**config.mk**
```make
export PLATFORM = sky130hd
export DESIGN_NAME = pcomp_fifo
export DESIGN_NICKNAME = d
export VERILOG_FILES = /design/src/design/pcomp_fifo.sv
export SDC_FILE = /design/constraint.sdc
export NUM_CORES = 1
export LEC_CHECK = 0
export ABC_AREA = 0
export BUFFER_PORTS_ARGS = -buffer_cell sky130_fd_sc_hd__buf_2
export CAP_MARGIN = 25
export CORE_ASPECT_RATIO = 1.5
export CORE_MARGIN = 4
export CORE_UTILIZATION = 40
export DETAILED_ROUTE_END_ITERATION = 16
export PLACE_DENSITY = 0.61
export SETUP_SLACK_MARGIN = 0.05
export SYNTH_ARGS = -nofsm -noshare
export SYNTH_HDL_FRONTEND = slang
export SYNTH_SLANG_ARGS = --single-unit
```
**constraint.sdc**
```tcl
create_clock -name clk -period 2.45 [get_ports clk]
set_input_delay 0.3675 -clock clk [delete_from_list [all_inputs] [get_ports clk]]
set_output_delay 0.3675 -clock clk [all_outputs]
set_load 0.02 [all_outputs]
```
**src/design/pcomp_fifo.sv**
```systemverilog
// Small register queue between the front and back parts.
// Generic width and depth; no package dependency.
`timescale 1ns / 1ps
`default_nettype none

module pcomp_fifo #(
    parameter int WIDTH = 8,
    parameter int DEPTH = 4
) (
    input  wire logic             clk,
    input  wire logic             rst_n,
    input  wire logic             push,
    input  wire logic [WIDTH-1:0] wdata,
    input  wire logic             pop,
    output logic      [WIDTH-1:0] rdata,
    output logic                  full,
    output logic                  empty
);

    localparam int AW = (DEPTH > 1) ? $clog2(DEPTH) : 1;
    localparam int CW = $clog2(DEPTH + 1);

    logic [WIDTH-1:0] mem_reg [DEPTH];
    logic [AW-1:0]    wr_ptr_reg, wr_ptr_next;
    logic [AW-1:0]    rd_ptr_reg, rd_ptr_next;
    logic [CW-1:0]    cnt_reg, cnt_next;
    logic             do_push, do_pop;

    assign full    = (cnt_reg == CW'(DEPTH));
    assign empty   = (cnt_reg == '0);
    assign rdata   = mem_reg[rd_ptr_reg];
    assign do_push = push && !full;
    assign do_pop  = pop && !empty;

    // Advance pointers with wrap and track fill level
    always_comb
    begin
        wr_ptr_next = wr_ptr_reg;
        rd_ptr_next = rd_ptr_reg;
        if (do_push)
        begin
            wr_ptr_next = (wr_ptr_reg == AW'(DEPTH - 1)) ? '0 : wr_ptr_reg + 1'b1;
        end
        if (do_pop)
        begin
            rd_ptr_next = (rd_ptr_reg == AW'(DEPTH - 1)) ? '0 : rd_ptr_reg + 1'b1;
        end
        cnt_next = cnt_reg;
        if (do_push && !do_pop)
        begin
            cnt_next = cnt_reg + 1'b1;
        end
        else if (do_pop && !do_push)
        begin
            cnt_next = cnt_reg - 1'b1;
        end
    end

    always_ff @(posedge clk or negedge rst_n)
    begin
        if (!rst_n)
        begin
            wr_ptr_reg <= '0;
            rd_ptr_reg <= '0;
            cnt_reg    <= '0;
        end
        else
        begin
            wr_ptr_reg <= wr_ptr_next;
            rd_ptr_reg <= rd_ptr_next;
            cnt_reg    <= cnt_next;
        end
    end

    // Store pushed entry
    always_ff @(posedge clk)
    begin
        if (do_push)
        begin
            mem_reg[wr_ptr_reg] <= wdata;
        end
    end

endmodule

`default_nettype wire

```
**Word level (Yosys, flattened, before mapping)**

Memory sizes are Yosys's and may differ from the RTL's.
Cells that the tools add are included.

- RAM bits: 32
- Flip-flop bits (word level): 7
- Input port bits: 12
- Memories kept: 1

- Eq/ne operators: 3
- Mux-type cells: 6
- Reduce and logical (&&, ||, !) cells: 10
- Add/subtract/negate cells: 4

Memories:

| name | depth | width | read ports | clocked after memory_dff | wr ports | line | text |
|---|---|---|---|---|---|---|---|
| mem_reg | 4 | 8 | 1 | 0 | 1 | 23 | `logic [WIDTH-1:0] mem_reg [DEPTH];` |

Operators by type and width:

| cell | number |
|---|---|
| $mux 3 | 2 |
| $add 2x1->2 const B | 2 |
| $eq 2x2->1 const B | 2 |
| $logic_and 1x1->1 | 4 |
| $logic_not 1->1 | 4 |
| $mux 2 | 2 |
| $add 3x1->3 const B | 1 |
| $eq 3x3->1 const B | 1 |
| $logic_not 3->1 | 1 |
| $sub 3x1->3 const B | 1 |
| $mux 1 | 2 |
| $reduce_bool 2->1 | 1 |

**Longest topological paths before layout**

Gate-level depths: netlist (run 1).

- Depth after elaboration: 7
- Mapped depth: 9

**Worst setup path before layout (run 1)**

No wires, ideal clock.

- Path kind: register to register
- Start point: register cnt_reg[0]
- End point: register cnt_reg[2]
- Slack: 0.137 ns
- Path buffers: 0
- Arrival time: 2.234 ns
- Stages on the path, launching flop included: 9
- Clock period less this slack: 2.313 ns
- Data required time: 2.371 ns
- Cell sequence: dfrtp_1 > nor3_1 > nand2b_4 > ha_1 > inv_1 > fa_1 > xor2_1 > nor2_1 > xor2_1

- Cells in the longest elaborated chain, start to end: 6
- Elaborated cells on any way between the ends: 15

RTL lines:

| what | line | text |
|---|---|---|
| start, declared | 26 | `logic [CW-1:0] cnt_reg, cnt_next;` |
| start signal, assigned | 71 | `cnt_reg <= cnt_next;` |
| $logic_not 3->1 * | 30 | `assign empty = (cnt_reg == '0);` |
| net empty | 17 | `output logic empty` |
| $logic_not 1->1 * | 33 | `assign do_pop = pop && !empty;` |
| $logic_and 1x1->1 * | 33 |  |
| $logic_not 1->1 | 49 | `if (do_push && !do_pop)` |
| $logic_and 1x1->1 | 49 |  |
| $mux 3 or $reduce_bool 2->1 (tied branches) | -- |  |

Mark *: on every way through the listed nets, which the timed path passes. The rest lies on a longest branch. The select of a mux whose other input is x is not followed.
A chain may end at the register's enable or synchronous reset.

**Final worst setup path (run 1)**

- Start point: register rd_ptr_reg[0]
- End point: output rdata[0]

- Cells in the longest elaborated chain, start to end: 1

RTL lines:

| what | line | text |
|---|---|---|
| start, declared | 25 | `logic [AW-1:0] rd_ptr_reg, rd_ptr_next;` |
| start signal, assigned | 70 | `rd_ptr_reg <= rd_ptr_next;` |
| $mem_v2 4x8 | -- |  |
| end, declared | 15 | `output logic [WIDTH-1:0] rdata,` |

No other way between the ends.

==> results of run 1 <==
per-stage QoR:
step | setup slack [ps] | power (mW) | hold slack, ps | std cells | area (um^2)
after floorplan | 137 | 1.63 | 71.9 | 79 | 1620
after global placement | 481 | 1.81 | 206 | 142 | 1760
after detailed placement | 319 | 1.86 | 210 | 142 | 1760
after CTS | 246 | 2.25 | 290 | 151 | 1850
after global routing | 177 | 2.35 | 289 | 151 | 1850
final | 317 | 2.21 | 294 | 151 | 1850
power breakdown:
part           switching, mW  total (mW)  internal (mW)  leakage, nW
combinational          0.371       0.761          0.390        0.282
sequential             0.160        1.06          0.898        0.375
clock                  0.195       0.389          0.194       0.0403
layer usage:
metal / share of wire [%] / vias up / GRT usage, %
li1: - / 351 / -
met1: 37 / 381 / 11.3
met2: 54 / 20 / 18.9
met3: 6.1 / 5 / 3.16
met4: 2.5 / 0 / 6.65
met5: 0 / - / 0
worst paths after layout:
check,startpoint,to,slack [ps],depth (start not counted)
min,wdata[5],mem_reg[0][5],290,1
max reg2reg,cnt_reg[2],cnt_reg[2],330,8
min reg2reg,cnt_reg[2],cnt_reg[2],520,1
max in group asynchronous,rst_n,wr_ptr_reg[1],1850,2
min in group asynchronous,rst_n,cnt_reg[2],440,2
max,rd_ptr_reg[0],rdata[0],320,2
layout by cell type (no fill, tap or decap):
cell type / instances
and2_2: 4
buf_2: 21
clkbuf_1: 1
clkbuf_8: 5
clkinv_1: 2
dfrtp_1: 7
dlygate4sd3_1: 1
edfxtp_1: 32
fa_1: 1
ha_1: 6
inv_1: 3
mux2_2: 3
mux2_4: 2
mux4_2: 8
nand2b_4: 1
nor2_1: 3
nor2b_2: 1
nor3_1: 1
nor3b_4: 1
xnor2_1: 1
xor2_1: 2
cell type report:
type / instances / area (um^2)
clock buffers: 6 / 72.6
clock inverters: 2 / 7.51
fillers: 373 / 2070
inverters: 3 / 11.3
multi-input cells: 34 / 453
flip-flops and latches: 39 / 1140
well taps: 45 / 56.3
repair buffers: 22 / 115
cells by family (layout without fill, tap and decap cells):
group,after synthesis,after routing,share of synthesized area (%)
XOR/XNOR,3,3,1.62
adder cells (fa/ha/maj),7,7,5.87
buffers and inverters,6,33,1.93
flip-flops,39,39,70.1
multiplexers,13,13,15.1
AND/OR/NAND/NOR,11,11,5.41
worst max-delay path: cells and delay by family, from the launching register on:
family / cells / cell delay (ps)
buffers and inverters: 1 / 170
DFF: 1 / 730
muxes: 1 / 570
==> out/results.txt, run 1 <==
Critical Path Fanout Max -> 11
Distinct cells, synth -> 19
biggest area consumer among synthesized cells -> edfxtp_1
HPWL after DPL -> 1.75 mm
clock sinks -> 39
Fin Setup TNS -> 0 ps
Post-route DRC -> 0
DR WL/cell -> 15.8 um
Antenna Nets Post-Route -> 0
Resize count post-CTS -> 0
Diodes inserted -> 0
maximum vdd ir drop -> 0.613 mV
max-slew violation count -> 0
Clock Path Buffers -> 2
GRT Total Usage -> 11.0%
status -> completed
crit path kind -> flip-flop to output pin
relative slew slack -> 59.2%
Post-synth ARST share -> 17.9%
Final Critical Period -> 2130 ps
#FFs+latches synth -> 39
CTS clk-pin slew, worst paths -> 70 ps
via-per-instance ratio -> 5.01
# IOs -> 22
synthesis warning total -> 0
Nets -> 124
top-count cell post-synth -> edfxtp_1
DRT iter0 DRCs -> 16
syn avg cell area -> 20.5 um^2
final hold vios -> 0
Arr. time, crit path -> 1770 ps
Worst-Skew Late Latency -> 280 ps
drt pass-1 iters -> 4
vias in the first global route -> 852
final wirelength -> 2.39 mm
Syn Nets -> 98
Starting Density -> 41.3%
RSZ-0062 raised after global routing -> false
CTS Hold Bufs -> 1
EDFF count, synth -> 32
GPL Wtd Cong -> 0.661
hold crit path type -> input pin to flip-flop
share of cells above drive strength 1 -> 43.4%
Rows -> 28
top post-synthesis cells by area -> edfxtp_1 (59%), mux4_2 (11%), dfrtp_1 (11%), ha_1 (4.6%), mux2_2 (2.1%)
Crit path largest cell delay -> 730 ps
top post-synthesis cells by count -> edfxtp_1 (32), mux4_2 (8), dfrtp_1 (7), ha_1 (6), and2_2 (4)
top cell type's share of synthesized area -> 59.3%
core area -> 0.00392 mm^2
cts bufs inserted -> 5
largest net degree at the start of global routing -> 12
fmax -> 469 MHz
initial antenna violation count -> 0
Lkg Pwr -> 0.698 nW
first-pass GRT wire length -> 3.99 mm
Setup crit start kind -> flip-flop
Cell Area, Synth -> 0.00162 mm^2
Layout area overhead -> 14.3%
GRT overflow -> 0
CP required -> 2080 ps
die width -> 60.0 um
PortBufs -> 21
period utilisation layout -> 87.1%
Die ar. -> 0.00515 mm^2
CP Capture Type -> output pin
Pwr Density -> 1190 mW/mm^2
Layout Utilization -> 47.2%
Final setup viols -> 0
Worst Tran Pin Value -> 612 ps
MaxCap Viol Count -> 0
H-tree depth -> 2
Post-Syn Instances -> 79
via count -> 757
crit-path cells -> mux4_2, buf_2
Die Ht -> 86.0 um
sequential share of the synthesized area -> 70.1%
max reg flops -> 32
Worst Skew -> 5.71 ps
CTS tree -> built
Post-CTS Setup Bufs -> 0
Main synth FF type -> edfxtp_1
Clk Tree Root Cell -> clkbuf_8
Critical Path Slowest Stage Cell -> dfrtp_1
Note: power is estimated with default switching activity, not from simulation.
==> run 2: changes to the inputs <==
--- a/config.mk
+++ b/config.mk
@@ -10,9 +10,9 @@
 export CAP_MARGIN = 25
 export CORE_ASPECT_RATIO = 1.5
 export CORE_MARGIN = 4
-export CORE_UTILIZATION = 40
+export CORE_UTILIZATION = 55
 export DETAILED_ROUTE_END_ITERATION = 16
-export PLACE_DENSITY = 0.61
+export PLACE_DENSITY = 0.79
 export SETUP_SLACK_MARGIN = 0.05
 export SYNTH_ARGS = -nofsm -noshare
 export SYNTH_HDL_FRONTEND = slang
==> run 2 against run 1 <==
Power up 5.2%. Highest routed layer unchanged. Critical endpoint is now rdata[1]. Register-to-register slack improved by 80 ps. Core utilization is 20 points higher. Sequential power about the same.
==> out/results.txt, run 2 (synthesis results as in run 1) <==
initial antenna violation count -> 0 (unchanged)
max-slew violation count -> 0 (unchanged)
CP Capture Type -> output pin
placed insts -> 134 (-5.6%)
via count -> 761 (+0.53%)
maximum vdd ir drop -> 0.690 mV (+13%)
Final Critical Period -> 2120 ps (-11.7 ps)
Clk Tree Root Cell -> clkbuf_8
Antenna Nets Post-Route -> 0 (unchanged)
HPWL after DPL -> 1.67 mm (-4.3%)
GRT Total Usage -> 15.1% (+4.1 points)
Worst Skew -> 6.30 ps (+0.595 ps)
# IOs -> 22 (unchanged)
met1 Resource Use GR -> 15.5% (+4.2 points)
Die ar. -> 0.00390 mm^2 (-24%)
pre-CTS setup slack -> 459 ps (+140 ps)
first-pass GRT wire length -> 4.00 mm (+0.18%)
Worst Tran Pin Value -> 570 ps (-41.5 ps)
Lkg Pwr -> 0.713 nW (+2.2%)
CP top delay family -> flip-flops
most frequent cells in the layout -> edfxtp_1 (32), buf_2 (21), mux4_2 (8)
Starting Density -> 58.7% (+17 points)
Diodes inserted -> 0 (unchanged)
RSZ-0062 raised after global routing -> false
cts bufs inserted -> 5 (unchanged)
Rows -> 23 (-18%)
MaxCap Viol Count -> 0 (unchanged)
DR WL/cell -> 16.8 um (+6.0%)
final critical-path setup slack -> 329 ps (+11.7 ps)
DRT iter0 DRCs -> 12 (-4)
Comb pwr share -> 32.9% (-1.6 points)
period utilisation layout -> 86.6% (-0.48 points)
final wirelength -> 2.40 mm (+0.42%)
Setup crit start kind -> flip-flop
via-per-instance ratio -> 5.32 (+6.2%)
total power -> 2.32 mW (+5.2%)
GRT overflow -> 0 (unchanged)
Critical Path Slowest Stage Cell -> dfrtp_1
PortBufs -> 21 (unchanged)
CTS tree -> built
crit-path cells -> mux4_2, buf_2
hold crit path type -> input pin to flip-flop
Clock Power Share -> 21.7% (+4.1 points)
vias in the first global route -> 862 (+1.2%)
CTS clk-pin slew, worst paths -> 70 ps (about the same)
final hold vios -> 0 (unchanged)
Fin Setup TNS -> 0 ps (unchanged)
met3 usage -> 4.81% (+1.6 points)
clock sinks -> 39 (unchanged)
Resize count post-CTS -> 0 (unchanged)
CTS Hold Bufs -> 1 (unchanged)
status -> completed
GR Util met2 -> 26.8% (+7.9 points)
largest net degree at the start of global routing -> 13 (+1)
Pwr Density -> 1240 mW/mm^2 (+4.2%)
Int Pwr -> 1.59 mW (+7.2%)
Top Usage Layer GRT -> met2
post-route insts no fill -> 143 (-5.3%)
Nets -> 124 (unchanged)
CP required -> 2080 ps (about the same)
Clock Path Buffers -> 2 (unchanged)
Final setup viols -> 0 (unchanged)
Reg power frac -> 45.4% (-2.5 points)
Post-CTS Setup Bufs -> 0 (unchanged)
Arr. time, crit path -> 1750 ps (-20 ps)
Post-route DRC -> 0 (unchanged)
share of cells above drive strength 1 -> 45.3% (+1.9 points)
max reg flops -> 32 (unchanged)
Die Ht -> 74.5 um (-13%)
H-tree depth -> 2 (unchanged)
switching share of power -> 31.7% (-1.2 points)
Critical Path Fanout Max -> 11 (unchanged)
switching power total -> 0.736 mW (+1.3%)
core area -> 0.00276 mm^2 (-30%)
Worst-Skew Late Latency -> 290 ps (about the same)
die width -> 52.3 um (-13%)
Fin Hold WS -> 292 ps (-2.11 ps)
relative slew slack -> 62.0% (+2.8 points)
drt pass-1 iters -> 2 (-2)
fmax -> 471 MHz (+0.55%)
Crit path largest cell delay -> 710 ps (-20 ps)
commonest non-fill, non-tap cell in the layout -> edfxtp_1
Crit path buffers/inverters -> 1 (unchanged)
GPL Wtd Cong -> 0.653 (-1.1%)
Layout area overhead -> 15.4%
crit path kind -> flip-flop to output pin
-- run 2: final timing paths --
check / from / end / slack [ps] / cells past startpoint
hold / removal: wdata[5] / mem_reg[0][5] / 290 / 1
min in group asynchronous: rst_n / cnt_reg[0] / 440 / 2
max in group asynchronous: rst_n / wr_ptr_reg[0] / 1850 / 2
hold reg to reg: cnt_reg[2] / cnt_reg[2] / 500 / 1
setup reg to reg: cnt_reg[2] / cnt_reg[2] / 410 / 8
setup / recovery: rd_ptr_reg[0] / rdata[1] / 330 / 2
-- run 2: per-stage QoR --
stage | utilization (%) | area, um^2
after detailed placement | 63.4 | 1750
after global routing | 67.7 | 1870
after floorplan | - | 1620
after CTS | 67.7 | 1870
after global placement | 63.4 | 1750
final | 67.7 | 1870
-- run 2: power by group through the flow --
stage / clock network [mW] / registers, mW / logic, mW
global placement: 0 / 1.06 / 0.742
floorplan: 0 / 0.981 / 0.654
finish: 0.503 / 1.05 / 0.766
global route: 0.548 / 1.08 / 0.828
CTS: 0.517 / 1.06 / 0.783
detailed placement: 0 / 1.08 / 0.772
-- run 2: area by class of cell --
class,instances,area [um^2]
Clock buffer,5,68.8
Fill cell,225,893
Multi-Input combinational cell,34,453
Timing Repair Buffer,22,115
Clock inverter,3,38.8
Sequential cell,39,1140
Inverter,3,11.3
Tap cell,37,46.3
-- run 2: routing by layer --
| layer | vias to the layer above | share of wire (%) |
|---|---|---|
| met4 | 0 | 2.3 |
| met3 | 7 | 4.6 |
| met1 | 383 | 35 |
| met2 | 18 | 58 |
| met5 | - | 0 |
| li1 | 353 | - |
==> run 3: changes to the inputs <==
--- a/config.mk
+++ b/config.mk
@@ -8,9 +8,11 @@
 export ABC_AREA = 0
 export BUFFER_PORTS_ARGS = -buffer_cell sky130_fd_sc_hd__buf_2
 export CAP_MARGIN = 25
+export CELL_PAD_IN_SITES_DETAIL_PLACEMENT = 1
+export CELL_PAD_IN_SITES_GLOBAL_PLACEMENT = 1
 export CORE_ASPECT_RATIO = 1.5
 export CORE_MARGIN = 4
-export CORE_UTILIZATION = 55
+export CORE_UTILIZATION = 48
 export DETAILED_ROUTE_END_ITERATION = 16
 export PLACE_DENSITY = 0.79
 export SETUP_SLACK_MARGIN = 0.05
==> constraint.sdc (replaced) <==
create_clock -name clk -period 2.2 [get_ports clk]
set_input_delay 0.33 -clock clk [delete_from_list [all_inputs] [get_ports clk]]
set_output_delay 0.33 -clock clk [all_outputs]
set_load 0.02 [all_outputs]
==> run 3 against run 2 <==
First-iteration DRC count unchanged. Register-to-register slack worse by 180 ps. Combinational power up 12%. Die area increased by 13%. Global-route usage decreased by 1.3 points. Via count down 1.6%. Critical endpoint is now cnt_reg[2]. Largest cell class unchanged. Highest routed layer unchanged.
==> out/results.txt, run 3 (synthesis results as in run 1) <==
Rows -> 25 (+8.7%)
Post-CTS Setup Bufs -> 0 (unchanged)
switching power total -> 0.809 mW (+9.9%)
via-per-instance ratio -> 5.13 (-3.6%)
GPL Wtd Cong -> 0.744 (+14%)
Final Critical Period -> 1970 ps
Fin Setup TNS -> 0 ps (unchanged)
CP Capture Type -> flip-flop
cts bufs inserted -> 5 (unchanged)
GRT Total Usage -> 13.8% (-1.3 points)
final hold vios -> 0 (unchanged)
final wirelength -> 2.57 mm (+7.3%)
Pwr Density -> 1330 mW/mm^2 (+7.1%)
period utilisation layout -> 89.4%
Post-route DRC -> 0 (unchanged)
Clock Power Share -> 17.1% (-4.6 points)
max-slew violation count -> 0 (unchanged)
H-tree depth -> 2 (unchanged)
RSZ-0062 raised after global routing -> false
core area -> 0.00319 mm^2 (+15%)
vias in the first global route -> 863 (+0.12%)
clock sinks -> 39 (unchanged)
relative slew slack -> 71.9% (+9.9 points)
Clock Path Buffers -> 2 (unchanged)
Clk Tree Root Cell -> clkbuf_8
Die ar. -> 0.00439 mm^2 (+13%)
Nets -> 125 (+0.81%)
fmax -> 508 MHz
Antenna Nets Post-Route -> 0 (unchanged)
Starting Density -> 50.8% (-7.9 points)
Worst Tran Pin Value -> 422 ps (-148 ps)
share of cells above drive strength 1 -> 46.2% (+0.94 points)
CTS tree -> built
DRT iter0 DRCs -> 12 (unchanged)
Final setup viols -> 0 (unchanged)
# IOs -> 22 (unchanged)
Worst Skew -> 6.12 ps (-0.187 ps)
drt pass-1 iters -> 4 (+2)
HPWL after DPL -> 2.02 mm (+21%)
status -> completed
Fin Hold WS -> 265 ps (-27.1 ps)
die width -> 55.4 um (+6.0%)
Die Ht -> 79.2 um (+6.3%)
Lkg Pwr -> 0.701 nW (-1.7%)
maximum vdd ir drop -> 0.861 mV (+25%)
Hold Path Depth -> 1 (unchanged)
Storage cell area -> 0.00114 mm^2 (+0.11%)
Arr. time, crit path -> 2160 ps (+410 ps)
Diodes inserted -> 0 (unchanged)
DR WL/cell -> 17.6 um (+5.1%)
CTS clk-pin slew, worst paths -> 70 ps (about the same)
Critical Path Fanout Max -> 4 (-7)
largest net degree at the start of global routing -> 12 (-1)
MaxCap Viol Count -> 0 (unchanged)
initial antenna violation count -> 0 (unchanged)
r2r worst-path depth -> 8 (unchanged)
first-pass GRT wire length -> 4.31 mm (+7.9%)
Worst-Skew Late Latency -> 280 ps (about the same)
multi-input logic area -> 458 um^2 (+1.1%)
Comb pwr share -> 34.7% (+1.8 points)
PortBufs -> 21 (unchanged)
Int Pwr -> 1.66 mW (+4.7%)
Setup crit start kind -> flip-flop
CP required -> 2400 ps (+320 ps)
hold crit path type -> input pin to flip-flop
max reg flops -> 32 (unchanged)
most frequent cells in the layout -> edfxtp_1 (32), buf_2 (21), mux4_2 (8)
switching share of power -> 32.7% (+1.1 points)
Layout area overhead -> 14.5%
crit path kind -> flip-flop to flip-flop
commonest non-fill, non-tap cell in the layout -> edfxtp_1
GRT overflow -> 0 (unchanged)
Reg power frac -> 48.2% (+2.8 points)
via count -> 749 (-1.6%)
number of fill cells in the layout -> 317 (+41%)
==> run 3: through the flow <==
| step | utilization (%) | total power [mW] | cells | instance area [um^2] | setup WS (ps) |
|---|---|---|---|---|---|
| 4_1_cts | 58.2 | 2.52 | 146 | 1860 | 222 |
| 5_1_grt | 58.2 | 2.65 | 146 | 1860 | 100 |
| 2_1_floorplan | - | 1.83 | 79 | 1630 | 116 |
| 3_3_place_gp | 55.4 | 2.03 | 138 | 1770 | 339 |
| 6_report | 58.2 | 2.47 | 146 | 1860 | 233 |
| 3_5_place_dp | 55.4 | 2.09 | 138 | 1770 | 238 |
==> run 3: layer usage <==
| metal | wire length [um] | track usage, % | up-vias | share of wire [%] |
|---|---|---|---|---|
| met5 | 0 | 0 | - | 0 |
| met4 | 48 | 7.30 | 0 | 1.9 |
| met3 | 169 | 5.20 | 4 | 6.6 |
| met2 | 1490 | 24.9 | 24 | 58 |
| met1 | 865 | 13.5 | 370 | 34 |
| li1 | - | - | 351 | - |
==> run 3: final cells by class <==
| type | count | area share, % |
|---|---|---|
| clock buffer | 7 | 4.11 |
| sequential | 39 | 61.3 |
| multi-input combinational | 34 | 24.7 |
| timing repair buffer | 23 | 6.61 |
| tap | 40 | 2.70 |
| inverter | 3 | 0.607 |
==> run 3: what timing repair did <==
action | in CTS | in global routing
endpoints found under the hold margin | 7 | 0
resized for setup | 1 | 0
setup endpoints to repair | 1 | 0
hold buffers | 1 | 0
==> run 3: path summary, 6_finish.rpt <==
kind,to,slack (ps),startpoint
worst min-delay path,mem_reg[3][5],270,wdata[5]
worst max register to register,cnt_reg[2],230,cnt_reg[1]
worst min register to register,cnt_reg[2],530,cnt_reg[2]
max in group asynchronous,rd_ptr_reg[0],1630,rst_n
worst max-delay path,cnt_reg[2],230,cnt_reg[1]
min in group asynchronous,wr_ptr_reg[1],400,rst_n
==> run 3: critical path, cell delays in order, from the launching register on <==
cell and delay, ps:
dfrtp_1 460, nor3_2 230, nand2b_4 170, ha_1 180
inv_1 60, fa_1 380, xor2_1 150, nor2_1 110
xor2_1 150
==> run 3: power by group through the flow <==
stage          logic (mW)  registers (mW)  clock network (mW)
2_1_floorplan       0.730            1.10                   0
3_3_place_gp        0.838            1.19                   0
3_5_place_dp        0.874            1.22                   0
4_1_cts             0.880            1.21               0.434
5_1_grt             0.947            1.23               0.474
6_report            0.859            1.19               0.422
